File: config.mk
export PLATFORM = sky130hd
export DESIGN_NAME = sort_and_count_pairs_at_difference_unit
export DESIGN_NICKNAME = d
export VERILOG_FILES = /design/src/rtl/sacp_pkg.sv /design/src/rtl/sacp_ram.sv /design/src/rtl/sort_and_count_pairs_at_difference_unit.sv
export SDC_FILE = /design/constraint.sdc
export NUM_CORES = 2
export LEC_CHECK = 0
export ABC_CLOCK_PERIOD_IN_PS = 10000
export BUFFER_PORTS_ARGS = -buffer_cell sky130_fd_sc_hd__buf_2
export CORE_MARGIN = 3
export CORE_UTILIZATION = 66
export DETAILED_ROUTE_END_ITERATION = 8
export HOLD_SLACK_MARGIN = 0.03
export PLACE_DENSITY = 0.79
export SLEW_MARGIN = 20
export SYNTH_ARGS = -nofsm -noshare
export SYNTH_HDL_FRONTEND = slang
export SYNTH_SLANG_ARGS = --single-unit
File: constraint.sdc
create_clock -name i_clk -period 10 [get_ports i_clk]
set_clock_uncertainty 0.15 [all_clocks]
set_input_delay 2 -clock i_clk [delete_from_list [all_inputs] [get_ports i_clk]]
set_output_delay 2 -clock i_clk [all_outputs]
set_load 0.05 [all_outputs]
File: src/rtl/sacp_pkg.sv
// Shared types and constants of the sort-and-count-pairs unit.
`default_nettype none

package sacp_pkg;

    localparam int VALUE_W = 32;    // element width
    localparam int DIFF_W  = 32;    // pair difference register width
    localparam int PAIR_W  = 11;    // pair count width (wraps)

    typedef struct packed {
        logic signed [VALUE_W-1:0] sample_value;
        logic                      is_final;
    } t_in_item;

    typedef struct packed {
        logic signed [VALUE_W-1:0] sorted_value;
        logic [PAIR_W-1:0]         pair_total;
        logic                      overflowed;
        logic                      run_end;
    } t_out_item;

endpackage

`default_nettype wire

File: src/rtl/sacp_ram.sv
// Generic single-write, single-read RAM with registered read data.
`default_nettype none

module sacp_ram #(
    parameter int WIDTH = 32,
    parameter int DEPTH = 64,
    localparam int AW   = (DEPTH > 1) ? $clog2(DEPTH) : 1
) (
    input  wire logic             i_clk,
    input  wire logic             i_wr_en,
    input  wire logic [AW-1:0]    i_wr_addr,
    input  wire logic [WIDTH-1:0] i_wr_data,
    input  wire logic [AW-1:0]    i_rd_addr,
    output logic      [WIDTH-1:0] o_rd_data
);

    logic [WIDTH-1:0] r_mem [DEPTH];

    always_ff @(posedge i_clk) begin
        if (i_wr_en) begin
            r_mem[i_wr_addr] <= i_wr_data;
        end
        o_rd_data <= r_mem[i_rd_addr];   // read-old on same-address write
    end

endmodule

`default_nettype wire

File: src/rtl/sort_and_count_pairs_at_difference_unit.sv
// Top level of the sort-and-count-pairs unit: loader, quicksort sequencer, pair counter.
`default_nettype none

// Collects up to STORE_DEPTH signed 32-bit values, one item per cycle while busy
// is low and start is high; the item with is_final set closes the set (items past
// STORE_DEPTH are dropped and flagged). busy then rises while the set is sorted in
// place with a Lomuto quicksort driven by a range stack held in RAM, and all index
// pairs are checked for an absolute difference equal to pair_difference (pairs of
// equal values never count). Every value is then sent out in ascending order, each
// with an o_result_valid strobe; the final one carries run_end, the pair total and
// overflowed, and busy falls in the same cycle it appears. The receiver cannot
// stall: each result is flagged on o_result_valid for exactly one cycle.
// The unit loads the values, then runs the partition passes, each scanning its
// range and swapping elements through the single read port of the value RAM, then
// counts the pairs row by row and last sends the output; the sort takes longest
// when the data already arrives in order.
// pair_difference may be written only while the unit is idle.

module sort_and_count_pairs_at_difference_unit #(
    parameter int STORE_DEPTH = 64
) (
    input  wire logic                        i_clk,
    input  wire logic                        i_rst_n,
    input  wire logic                        start,
    output logic                             busy,
    input  wire sacp_pkg::t_in_item          i_item,
    input  wire logic                        i_cfg_wr_en,
    input  wire logic [sacp_pkg::DIFF_W-1:0] i_cfg_wr_data,
    output logic                             o_result_valid,
    output sacp_pkg::t_out_item              o_result
);

    import sacp_pkg::*;

    // index width into the store, count width (holds STORE_DEPTH itself)
    localparam int IW = $clog2(STORE_DEPTH);
    localparam int CW = $clog2(STORE_DEPTH + 1);
    localparam int SW = 2 * IW;                // stack entry {lo, hi}

    localparam logic [CW-1:0] DEPTH_C = CW'(STORE_DEPTH);
    localparam logic [CW-1:0] ONE_C   = CW'(1);

    // sequencer states
    localparam logic [4:0] S_LOAD     = 5'd0;
    localparam logic [4:0] S_SINIT    = 5'd1;
    localparam logic [4:0] S_POP      = 5'd2;
    localparam logic [4:0] S_RANGE    = 5'd3;
    localparam logic [4:0] S_PIVOT    = 5'd4;
    localparam logic [4:0] S_SCAN_RD  = 5'd5;
    localparam logic [4:0] S_SCAN_CMP = 5'd6;
    localparam logic [4:0] S_SWP_W1   = 5'd7;
    localparam logic [4:0] S_SWP_W2   = 5'd8;
    localparam logic [4:0] S_FIN_RD   = 5'd9;
    localparam logic [4:0] S_FIN_W1   = 5'd10;
    localparam logic [4:0] S_FIN_W2   = 5'd11;
    localparam logic [4:0] S_PUSH1    = 5'd12;
    localparam logic [4:0] S_PUSH2    = 5'd13;
    localparam logic [4:0] S_CNT_I    = 5'd14;
    localparam logic [4:0] S_CNT_LD   = 5'd15;
    localparam logic [4:0] S_CNT_RD   = 5'd16;
    localparam logic [4:0] S_CNT_CMP  = 5'd17;
    localparam logic [4:0] S_OUT_RD   = 5'd18;
    localparam logic [4:0] S_OUT_EM   = 5'd19;

    // control registers
    logic [4:0]        r_state, n_state;
    logic [CW-1:0]     r_count, n_count;      // elements held
    logic [CW-1:0]     r_sp, n_sp;            // range stack pointer
    logic [PAIR_W-1:0] r_pairs, n_pairs;
    logic              r_drop, n_drop;
    logic [DIFF_W-1:0] r_pair_diff, n_pair_diff;
    logic              r_out_vld, n_out_vld;

    // datapath registers
    logic [IW-1:0]               r_lo, n_lo;
    logic [IW-1:0]               r_hi, n_hi;
    logic [IW-1:0]               r_next, n_next;  // Lomuto store index
    logic [IW-1:0]               r_j, n_j;        // Lomuto scan index
    logic [CW-1:0]               r_ci, n_ci;      // count outer index
    logic [CW-1:0]               r_cj, n_cj;      // count inner index / output index
    logic signed [VALUE_W-1:0]   r_pivot, n_pivot;
    logic [VALUE_W-1:0]          r_vj, n_vj;
    logic [VALUE_W-1:0]          r_vn, n_vn;
    logic signed [VALUE_W-1:0]   r_vi, n_vi;
    t_out_item                   r_out, n_out;

    // memory ports
    logic               val_we;
    logic [IW-1:0]      val_waddr;
    logic [VALUE_W-1:0] val_wdata;
    logic [IW-1:0]      val_raddr;
    logic [VALUE_W-1:0] val_rdata;
    logic               stk_we;
    logic [IW-1:0]      stk_waddr;
    logic [SW-1:0]      stk_wdata;
    logic [IW-1:0]      stk_raddr;
    logic [SW-1:0]      stk_rdata;

    sacp_ram #(
        .WIDTH (VALUE_W),
        .DEPTH (STORE_DEPTH)
    ) u_value_store (
        .i_clk     (i_clk),
        .i_wr_en   (val_we),
        .i_wr_addr (val_waddr),
        .i_wr_data (val_wdata),
        .i_rd_addr (val_raddr),
        .o_rd_data (val_rdata)
    );

    sacp_ram #(
        .WIDTH (SW),
        .DEPTH (STORE_DEPTH)
    ) u_range_stack (
        .i_clk     (i_clk),
        .i_wr_en   (stk_we),
        .i_wr_addr (stk_waddr),
        .i_wr_data (stk_wdata),
        .i_rd_addr (stk_raddr),
        .o_rd_data (stk_rdata)
    );

    // pair test: exact 33-bit difference against +k and -k in parallel
    logic signed [VALUE_W:0] diff;
    logic signed [VALUE_W:0] k_pos;
    logic signed [VALUE_W:0] k_neg;
    logic                    pair_hit;

    assign k_pos    = $signed({1'b0, r_pair_diff});
    assign k_neg    = -k_pos;
    assign diff     = $signed({r_vi[VALUE_W-1], r_vi})
                    - $signed({val_rdata[VALUE_W-1], val_rdata});
    assign pair_hit = (diff != '0) && ((diff == k_pos) || (diff == k_neg));

    // wider views for index arithmetic
    logic [IW:0]   j_inc;
    logic [IW:0]   p_inc;
    logic [IW:0]   lo_inc;
    logic [CW-1:0] n_m1;
    logic          out_last;

    assign j_inc    = {1'b0, r_j} + (IW+1)'(1);
    assign p_inc    = {1'b0, r_next} + (IW+1)'(1);
    assign lo_inc   = {1'b0, r_lo} + (IW+1)'(1);
    assign n_m1     = r_count - ONE_C;
    assign out_last = ((r_cj + ONE_C) == r_count);

    assign busy = (r_state != S_LOAD);

    // top-of-stack address for a pop
    function automatic logic [IW-1:0] n_sp_dec(input logic [CW-1:0] sp);
        logic [CW-1:0] dec;
        dec      = sp - ONE_C;
        n_sp_dec = dec[IW-1:0];
    endfunction

    always_comb begin
        n_state     = r_state;
        n_count     = r_count;
        n_sp        = r_sp;
        n_pairs     = r_pairs;
        n_drop      = r_drop;
        n_pair_diff = i_cfg_wr_en ? i_cfg_wr_data : r_pair_diff;
        n_out_vld   = 1'b0;
        n_lo        = r_lo;
        n_hi        = r_hi;
        n_next      = r_next;
        n_j         = r_j;
        n_ci        = r_ci;
        n_cj        = r_cj;
        n_pivot     = r_pivot;
        n_vj        = r_vj;
        n_vn        = r_vn;
        n_vi        = r_vi;
        n_out       = r_out;

        val_we    = 1'b0;
        val_waddr = r_count[IW-1:0];
        val_wdata = i_item.sample_value;
        val_raddr = r_j;
        stk_we    = 1'b0;
        stk_waddr = r_sp[IW-1:0];
        stk_wdata = {r_lo, r_hi};
        stk_raddr = r_sp[IW-1:0];

        case (r_state)
            S_LOAD: begin
                if (start) begin
                    if (r_count < DEPTH_C) begin
                        val_we  = 1'b1;
                        n_count = r_count + ONE_C;
                    end else begin
                        n_drop = 1'b1;
                    end
                    if (i_item.is_final) begin
                        n_state = S_SINIT;
                    end
                end
            end
            S_SINIT: begin
                n_ci = '0;
                if (r_count < CW'(2)) begin
                    n_sp    = '0;
                    n_state = S_CNT_I;
                end else begin
                    stk_we    = 1'b1;
                    stk_waddr = '0;
                    stk_wdata = {IW'(0), n_m1[IW-1:0]};
                    n_sp      = ONE_C;
                    n_state   = S_POP;
                end
            end
            S_POP: begin
                if (r_sp == '0) begin
                    n_ci    = '0;
                    n_state = S_CNT_I;
                end else begin
                    stk_raddr = n_sp_dec(r_sp);
                    n_sp      = r_sp - ONE_C;
                    n_state   = S_RANGE;
                end
            end
            S_RANGE: begin
                n_lo = stk_rdata[SW-1:IW];
                n_hi = stk_rdata[IW-1:0];
                if (stk_rdata[SW-1:IW] >= stk_rdata[IW-1:0]) begin
                    n_state = S_POP;
                end else begin
                    val_raddr = stk_rdata[IW-1:0];
                    n_next    = stk_rdata[SW-1:IW];
                    n_j       = stk_rdata[SW-1:IW];
                    n_state   = S_PIVOT;
                end
            end
            S_PIVOT: begin
                n_pivot = $signed(val_rdata);
                n_state = S_SCAN_RD;
            end
            S_SCAN_RD: begin
                val_raddr = r_j;
                n_state   = S_SCAN_CMP;
            end
            S_SCAN_CMP: begin
                if ($signed(val_rdata) < r_pivot) begin
                    n_vj      = val_rdata;
                    val_raddr = r_next;
                    n_state   = S_SWP_W1;
                end else begin
                    n_j     = j_inc[IW-1:0];
                    n_state = (j_inc == {1'b0, r_hi}) ? S_FIN_RD : S_SCAN_RD;
                end
            end
            S_SWP_W1: begin
                val_we    = 1'b1;
                val_waddr = r_next;
                val_wdata = r_vj;
                n_vn      = val_rdata;
                n_state   = S_SWP_W2;
            end
            S_SWP_W2: begin
                val_we    = 1'b1;
                val_waddr = r_j;
                val_wdata = r_vn;
                n_next    = p_inc[IW-1:0];
                n_j       = j_inc[IW-1:0];
                n_state   = (j_inc == {1'b0, r_hi}) ? S_FIN_RD : S_SCAN_RD;
            end
            S_FIN_RD: begin
                val_raddr = r_next;
                n_state   = S_FIN_W1;
            end
            S_FIN_W1: begin
                val_we    = 1'b1;
                val_waddr = r_hi;
                val_wdata = val_rdata;
                n_state   = S_FIN_W2;
            end
            S_FIN_W2: begin
                val_we    = 1'b1;
                val_waddr = r_next;
                val_wdata = r_pivot;
                n_state   = S_PUSH1;
            end
            S_PUSH1: begin
                // right part {p+1, hi}
                if ((p_inc < {1'b0, r_hi}) && (r_sp < DEPTH_C)) begin
                    stk_we    = 1'b1;
                    stk_wdata = {p_inc[IW-1:0], r_hi};
                    n_sp      = r_sp + ONE_C;
                end
                n_state = S_PUSH2;
            end
            S_PUSH2: begin
                // left part {lo, p-1}, popped first
                if (({1'b0, r_next} > lo_inc) && (r_sp < DEPTH_C)) begin
                    stk_we    = 1'b1;
                    stk_wdata = {r_lo, r_next - IW'(1)};
                    n_sp      = r_sp + ONE_C;
                end
                n_state = S_POP;
            end
            S_CNT_I: begin
                if ((r_ci + ONE_C) < r_count) begin
                    val_raddr = r_ci[IW-1:0];
                    n_state   = S_CNT_LD;
                end else begin
                    n_cj    = '0;
                    n_state = S_OUT_RD;
                end
            end
            S_CNT_LD: begin
                n_vi    = $signed(val_rdata);
                n_cj    = r_ci + ONE_C;
                n_state = S_CNT_RD;
            end
            S_CNT_RD: begin
                val_raddr = r_cj[IW-1:0];
                n_state   = S_CNT_CMP;
            end
            S_CNT_CMP: begin
                if (pair_hit) begin
                    n_pairs = r_pairs + PAIR_W'(1);
                end
                if ((r_cj + ONE_C) < r_count) begin
                    n_cj    = r_cj + ONE_C;
                    n_state = S_CNT_RD;
                end else begin
                    n_ci    = r_ci + ONE_C;
                    n_state = S_CNT_I;
                end
            end
            S_OUT_RD: begin
                val_raddr = r_cj[IW-1:0];
                n_state   = S_OUT_EM;
            end
            S_OUT_EM: begin
                n_out_vld          = 1'b1;
                n_out.sorted_value = $signed(val_rdata);
                n_out.pair_total   = out_last ? r_pairs : '0;
                n_out.overflowed   = r_drop;
                n_out.run_end      = out_last;
                if (out_last) begin
                    // set closed: ready for the next one
                    n_count = '0;
                    n_pairs = '0;
                    n_drop  = 1'b0;
                    n_sp    = '0;
                    n_state = S_LOAD;
                end else begin
                    n_cj    = r_cj + ONE_C;
                    n_state = S_OUT_RD;
                end
            end
            default: begin
                n_state = S_LOAD;
            end
        endcase
    end

    always_ff @(posedge i_clk) begin
        if (!i_rst_n) begin
            r_state     <= S_LOAD;
            r_count     <= '0;
            r_sp        <= '0;
            r_pairs     <= '0;
            r_drop      <= 1'b0;
            r_pair_diff <= '0;
            r_out_vld   <= 1'b0;
        end else begin
            r_state     <= n_state;
            r_count     <= n_count;
            r_sp        <= n_sp;
            r_pairs     <= n_pairs;
            r_drop      <= n_drop;
            r_pair_diff <= n_pair_diff;
            r_out_vld   <= n_out_vld;
        end
    end

    always_ff @(posedge i_clk) begin
        r_lo    <= n_lo;
        r_hi    <= n_hi;
        r_next  <= n_next;
        r_j     <= n_j;
        r_ci    <= n_ci;
        r_cj    <= n_cj;
        r_pivot <= n_pivot;
        r_vj    <= n_vj;
        r_vn    <= n_vn;
        r_vi    <= n_vi;
        r_out   <= n_out;
    end

    assign o_result_valid = r_out_vld;
    assign o_result       = r_out;

`ifndef ASSERT_OFF
    // a result is only launched from the emit step
    a_out_from_emit: assert property (@(posedge i_clk) disable iff (!i_rst_n)
        o_result_valid |-> ($past(r_state) == S_OUT_EM))
        else $error("result strobe without emit step");

    // busy stays high until the closing result of a set
    a_busy_mid_set: assert property (@(posedge i_clk) disable iff (!i_rst_n)
        (o_result_valid && !o_result.run_end) |-> busy)
        else $error("unit idle in the middle of a result run");

    // closing result leaves the unit idle and empty
    a_clean_close: assert property (@(posedge i_clk) disable iff (!i_rst_n)
        (o_result_valid && o_result.run_end) |-> (!busy && (r_count == '0)))
        else $error("set not cleared after closing result");

    // element count and stack pointer never pass the store depth
    a_bounds: assert property (@(posedge i_clk) disable iff (!i_rst_n)
        (r_count <= DEPTH_C) && (r_sp <= DEPTH_C))
        else $error("element count or stack pointer out of range");
`endif

endmodule

`default_nettype wire
After elaboration in Yosys (flattened, before gate mapping)
Memories as Yosys holds them, arrays and structs flattened. A register that Yosys moved wholly into a read port is not among the register bits. Index checks and enable logic that the tools add are counted.

Bits in registers: 275. Bits in writable memories: 2816. Input port bits: 69. Output and inout bits: 47. Logic and storage cells: 176. Memories: 2.

Add/sub/neg operators: 13. $lt $le $gt $ge: 9. Equality and inequality tests: 39. Muxes and demuxes: 64. Reduce and logical (&&, ||, !) cells: 28.

Memories: u_value_store.r_mem (depth 64, bits a word 32, rd ports 1, clocked after memory_dff 1, wr ports 1, line sacp_ram.sv:17) `logic [WIDTH-1:0] r_mem [DEPTH];`; u_range_stack.r_mem (depth 64, bits a word 12, rd ports 1, clocked after memory_dff 1, wr ports 1, line sacp_ram.sv:17).

Operator list (count): case mux 32 bit (4 select lines) (1); case mux 5 bit (20 select lines) (1); two-way mux 7 bit (11); equality test 33 bit (2); two-way mux 6 bit (10); equality test 5 x 4 -> 1 bit, second input constant (8); case mux 12 bit (3 select lines) (1); case mux 6 bit (3 select lines) (2); case mux 7 bit (5 select lines) (1); negation 32 -> 33 bit (1); nonzero test 33 bit (1); subtractor 32 x 32 -> 33 bit (1); < comparator 32 bit (1); inequality test 2 bit, second input constant (16); case mux 6 bit (5 select lines) (1); adder 7 x 1 -> 7 bit, second input constant (4); case mux 7 bit (4 select lines) (1); two-way mux 5 bit (5); two-way mux 12 bit (2); two-way mux 11 bit (2); case mux 11 bit (2 select lines) (1); adder 6 x 1 -> 7 bit, second input constant (3); case mux 7 bit (3 select lines) (1); equality test 5 x 3 -> 1 bit, second input constant (4); other kinds (35) (72).

Logic depth before layout (Yosys ltp)
Word-level depth: 7. Gate-level depth with buffers: 22. Depth with buffers taken out: 17.

Cells and area by module
A second synthesis with hierarchy kept.

Cells, all modules: 6511. Area, all modules: 126192.3 um^2.

By module, submodules not included: sacp_ram at u_value_store (times used 1, cells each 3324, area an instance 78515.3 um^2, sequential area each 62139.6 um^2); sacp_ram at u_range_stack (times used 1, cells each 1339, area an instance 29851.1 um^2, sequential area each 23302.3 um^2); sort_and_count_pairs_at_difference_unit (times used 1, cells each 1848, area an instance 17825.8 um^2, sequential area each 7617.3 um^2).

Least setup slack after synthesis
No wires, ideal clock.

Path type: flip-flop to flip-flop. Start point: register r_next[0]. End point: memory u_range_stack.r_mem[0][7] in the netlist's numbering (data pin). Setup time: 702 ps. Data arrival time: 4702 ps. Data required time: 9148 ps. Slack: 4447 ps. Stages on the path, launching flop included: 14. Path buffers: 1. Clock period less this slack: 5553 ps. Cell sequence: edfxtp_1 clkbuf_1 inv_1 ha_1 ha_1 a21boi_0 o21ai_0 nand2b_1 a21oi_1 nor2b_1 o21ai_0 o211ai_1 nor2_1 o21ai_0.

Word-level cells in the longest chain between the ends: 5.

Ends and longest elaborated chain: from (decl) (line sort_and_count_pairs_at_difference_unit.sv:77) `logic [IW-1:0] r_next, n_next;`; from (signal assigned) (line sort_and_count_pairs_at_difference_unit.sv:383) `r_next <= n_next;`; adder 6 x 1 -> 7 bit (*) (line sort_and_count_pairs_at_difference_unit.sv:143) `assign p_inc = {1'b0, r_next} + (IW+1)'(1);`; < comparator 7 x 6 -> 1 bit (line sort_and_count_pairs_at_difference_unit.sv:286) `if ((p_inc < {1'b0, r_hi}) && (r_sp < DEPTH_C)) begin`; logical AND 1 bit (line sort_and_count_pairs_at_difference_unit.sv:286); two-way mux 12 bit (*) (line sort_and_count_pairs_at_difference_unit.sv:286); case mux 12 bit (3 select lines) (*) (line sort_and_count_pairs_at_difference_unit.sv:186) `case (r_state)`; via stk_wdata[7] (line sort_and_count_pairs_at_difference_unit.sv:95) `logic [SW-1:0] stk_wdata;`; to (decl) (line sacp_ram.sv:17).

Mark *: on every way through the listed nets, which the timed path passes. The rest lies on a longest branch.

Worst setup path after layout
Start point: register u_value_store.o_rd_data[30] (read register of u_value_store.r_mem). End point: register u_value_store.o_rd_data[10] (read register of u_value_store.r_mem).

Word-level cells in the longest chain between the ends: 3.

Ends and longest elaborated chain: from (decl) (line sacp_ram.sv:14) `output logic [WIDTH-1:0] o_rd_data`; < comparator 32 bit (line sort_and_count_pairs_at_difference_unit.sv:244) `if ($signed(val_rdata) < r_pivot) begin`; two-way mux 6 bit (line sort_and_count_pairs_at_difference_unit.sv:244); case mux 6 bit (5 select lines) (line sort_and_count_pairs_at_difference_unit.sv:186).

Every way passes these cells. A chain may end at the register's enable or synchronous reset.

==> reports/results.tsv <==
metric	value	unit
CP startpoint	u_value_store.o_rd_data[30]	
post-synthesis cell area	129000	um2
Period minus WS final	7.53	ns
DP Wirelength	217	mm
status	finished with violations	
DIE HEIGHT	447	um
DRC	1	
syn_area_per_cell	14.9	um2
drt via density	7.29	
WL per Instance	33.5	um
Primary FF master, synth	edfxtp_1	
Compound-Gate Fraction of Synth Area	7.47	%
VDD IR-drop max	0.311	mV
Crit path depth	14	
Max FO, Critical Path	38	
Synth area leaders	edfxtp_1, mux4_2, nand2_1, mux2i_1, dfxtp_1	
post-CTS setup buffers	0	
Initial Utilization	66.6	%
Reg2Reg Depth	14	
XOR/XNOR Fraction of Synth Area	0.881	%
clock transition at the registers of the reported paths	0.06	ns
largest net degree at the start of global routing	147	
Top Ports	116	
global-route wire length before repair	555	mm
failing checks	design-rule violations, max-capacitance violations	
share of layout cells above drive strength 1	14.1	%
final slew viol count	0	
synth warn	0	
gr usage total	38.5	%
port bufs	115	
commonest non-fill, non-tap cell in the layout	edfxtp_1	
Area Growth Syn to Fin	11.6	%
HP Start	r_drop	
#FFs+latches synth	3135	
hold path cells	0	
H-tree lvl count	5	
total negative slack	0	ns
CTS tree	done	
Core Area	193000	um2
CP endpoint kind	flip-flop	
Resized cells post-CTS	0	
Setup violations, final	0	
CP required	10.71	ns
Skew-Pair Late Insertion Delay	0.96	ns
syn nets	8837	
CP delay by family, top	simple AND/OR/NAND/NOR gates	
wire length on met2	173	mm
Initial DRC Count	14956	
largest family of logic cells by synthesized area	simple AND/OR/NAND/NOR gates	
MaxCap Viol Count	1	
Fmax	0.133	GHz
Root Buffer	clkbuf_16	
most frequent cells in the layout	edfxtp_1, nand2_1, nand3_1	
DR top layer	met5	
CP Cell Sequence	ha_1, nand4_1, nor4_1, nand3_1, o21ai_0, nor2_1, mux2_2, a221o_4, buf_4, nor2_1, o311ai_0, and4_1, o41ai_2, buf_4	
GP Congestion	0.970	
leakage power	48.1	nW
Worst Path Buf+Inv	2	
EDFF count, synth	3027	
remaining global-route overflow	0	
WHS	0.309	ns
Worst Path Arrival	8.24	ns
Final #Nets	8983	
r2r startpoint	u_value_store.o_rd_data[30]	
pwr dens	291	nW/um2
Die Width	447	um
Synth Instances	8661	
met3 wire length	60.0	mm
Worst path slowest cell	nor2_1	
Worst Setup Path Type	reg -> reg	
RSZ-0062 raised after global routing	no	
register area share after synthesis	72.3	%
post-synth cell types	88	
Synth Area in Adders	1.05	%
slew margin rel.	1.91	%
CTS Hold Bufs	0	
drt pass-1 iters	9	
largest area contributor in the netlist	edfxtp_1	
Longest Clk Path Bufs	4	
drt total wl	388	mm
die area	200000	um2
initial antenna violation count	28	
area share of the largest cell type after synthesis	70.7	%
total CTS buffers	321	
startpoint types	flip-flop	
simple-gate share of the synthesized area	9.71	%
Vias	84480	
CP peak stage delay	0.97	ns
Tcrit/Tclk final	75.3	%
Worst Tran Pin Value	1.46	ns
clock sinks	3135	
FFs w/ async S/R, synth	0	%
vias in the first global route	81028	
Post-Route M1 WL	128	mm
post-synthesis mux area share	6.54	%
worst hold path class	reg -> reg	
Detail Route Antenna Nets	0	
Fin. Hold Viols	0	
cell row count	161	
## synthesized netlist by cell type, types with 18 or more instances
cell and number:
ha_1 106, a32oi_1 70, nand4_1 74, or3_1 32
nand2_1 1414, o22ai_1 64, and3_1 158, nor4_1 31
o21ai_0 112, a311oi_1 169, or4_1 25, o211ai_1 36
a31oi_1 134, dfxtp_1 108, clkbuf_1 383, edfxtp_1 3027
inv_1 120, mux2i_1 293, a2111oi_0 18, buf_1 86
o221ai_1 49, a22oi_1 81, a21o_1 20, a211oi_1 213
nor2b_1 57, mux4_2 238, a21oi_1 223, nand3_1 416
nand2b_1 34, xnor2_1 68, nor3_1 94, xor2_1 38
and2_1 77, nor2_1 280, buf_2 70
## cell families after synthesis
family / after synthesis
AO/OA/AOI/OAI: 1347
XOR/XNOR: 115
buffers and inverters: 661
flip-flops: 3135
multiplexers: 542
adder cells (fa/ha/maj): 107
AND/OR/NAND/NOR: 2754
## per-layer routing
layer | vias to the layer above | track usage (%)
li1 | 33992 | -
met1 | 41344 | 50.8
met2 | 7539 | 57.1
met3 | 1583 | 12.2
met4 | 22 | 22.0
met5 | - | 0
## final timing paths
| kind | slack (ns) | to |
|---|---|---|
| setup / recovery | 2.47 | u_value_store.o_rd_data[10] |
| hold / removal | 0.31 | o_result[1] |
| setup reg to reg | 2.47 | u_value_store.o_rd_data[10] |
| hold reg to reg | 0.31 | o_result[1] |
## flip-flops by register name, summed over array words and instances, names as in the netlist, 11 cells and up
signal / cells
r_pivot: 32
u_value_store.o_rd_data: 32
r_vi: 32
o_result: 45
u_range_stack.r_mem: 768
u_value_store.r_mem: 2048
u_range_stack.o_rd_data: 12
r_vj: 32
r_pair_diff: 32
r_pairs: 11
r_vn: 32
## per-stage QoR
step,setup slack [ns],util [%],instance area [um2],total power [mW],instances
after floorplan,4.45,-,129000,24.5,8661
after global placement,2.39,69.1,133000,29.4,11003
after detailed placement,3.12,69.1,133000,29.8,11006
after CTS,2.99,74.2,143000,41.1,11565
after global routing,2.53,74.3,143000,42.7,11571
final,2.47,74.3,144000,41.8,11594
## area by class of cell
cell class	count	area [um2]
Fill cell	10681	49700
Inverter	121	455
Multi-Input combinational cell	4865	34200
Antenna cell	25	62.6
Timing Repair Buffer	363	2720
Tap cell	2526	3160
Clock buffer	415	8610
Sequential cell	3135	93100
Clock inverter	144	1200
## where the power goes
part           switching (mW)  internal (mW)  total (mW)
logic                    9.92           4.04        14.0
registers               0.501           15.9        16.4
clock network            4.92           6.55        11.5
Note: power is estimated with default switching activity, not from simulation.
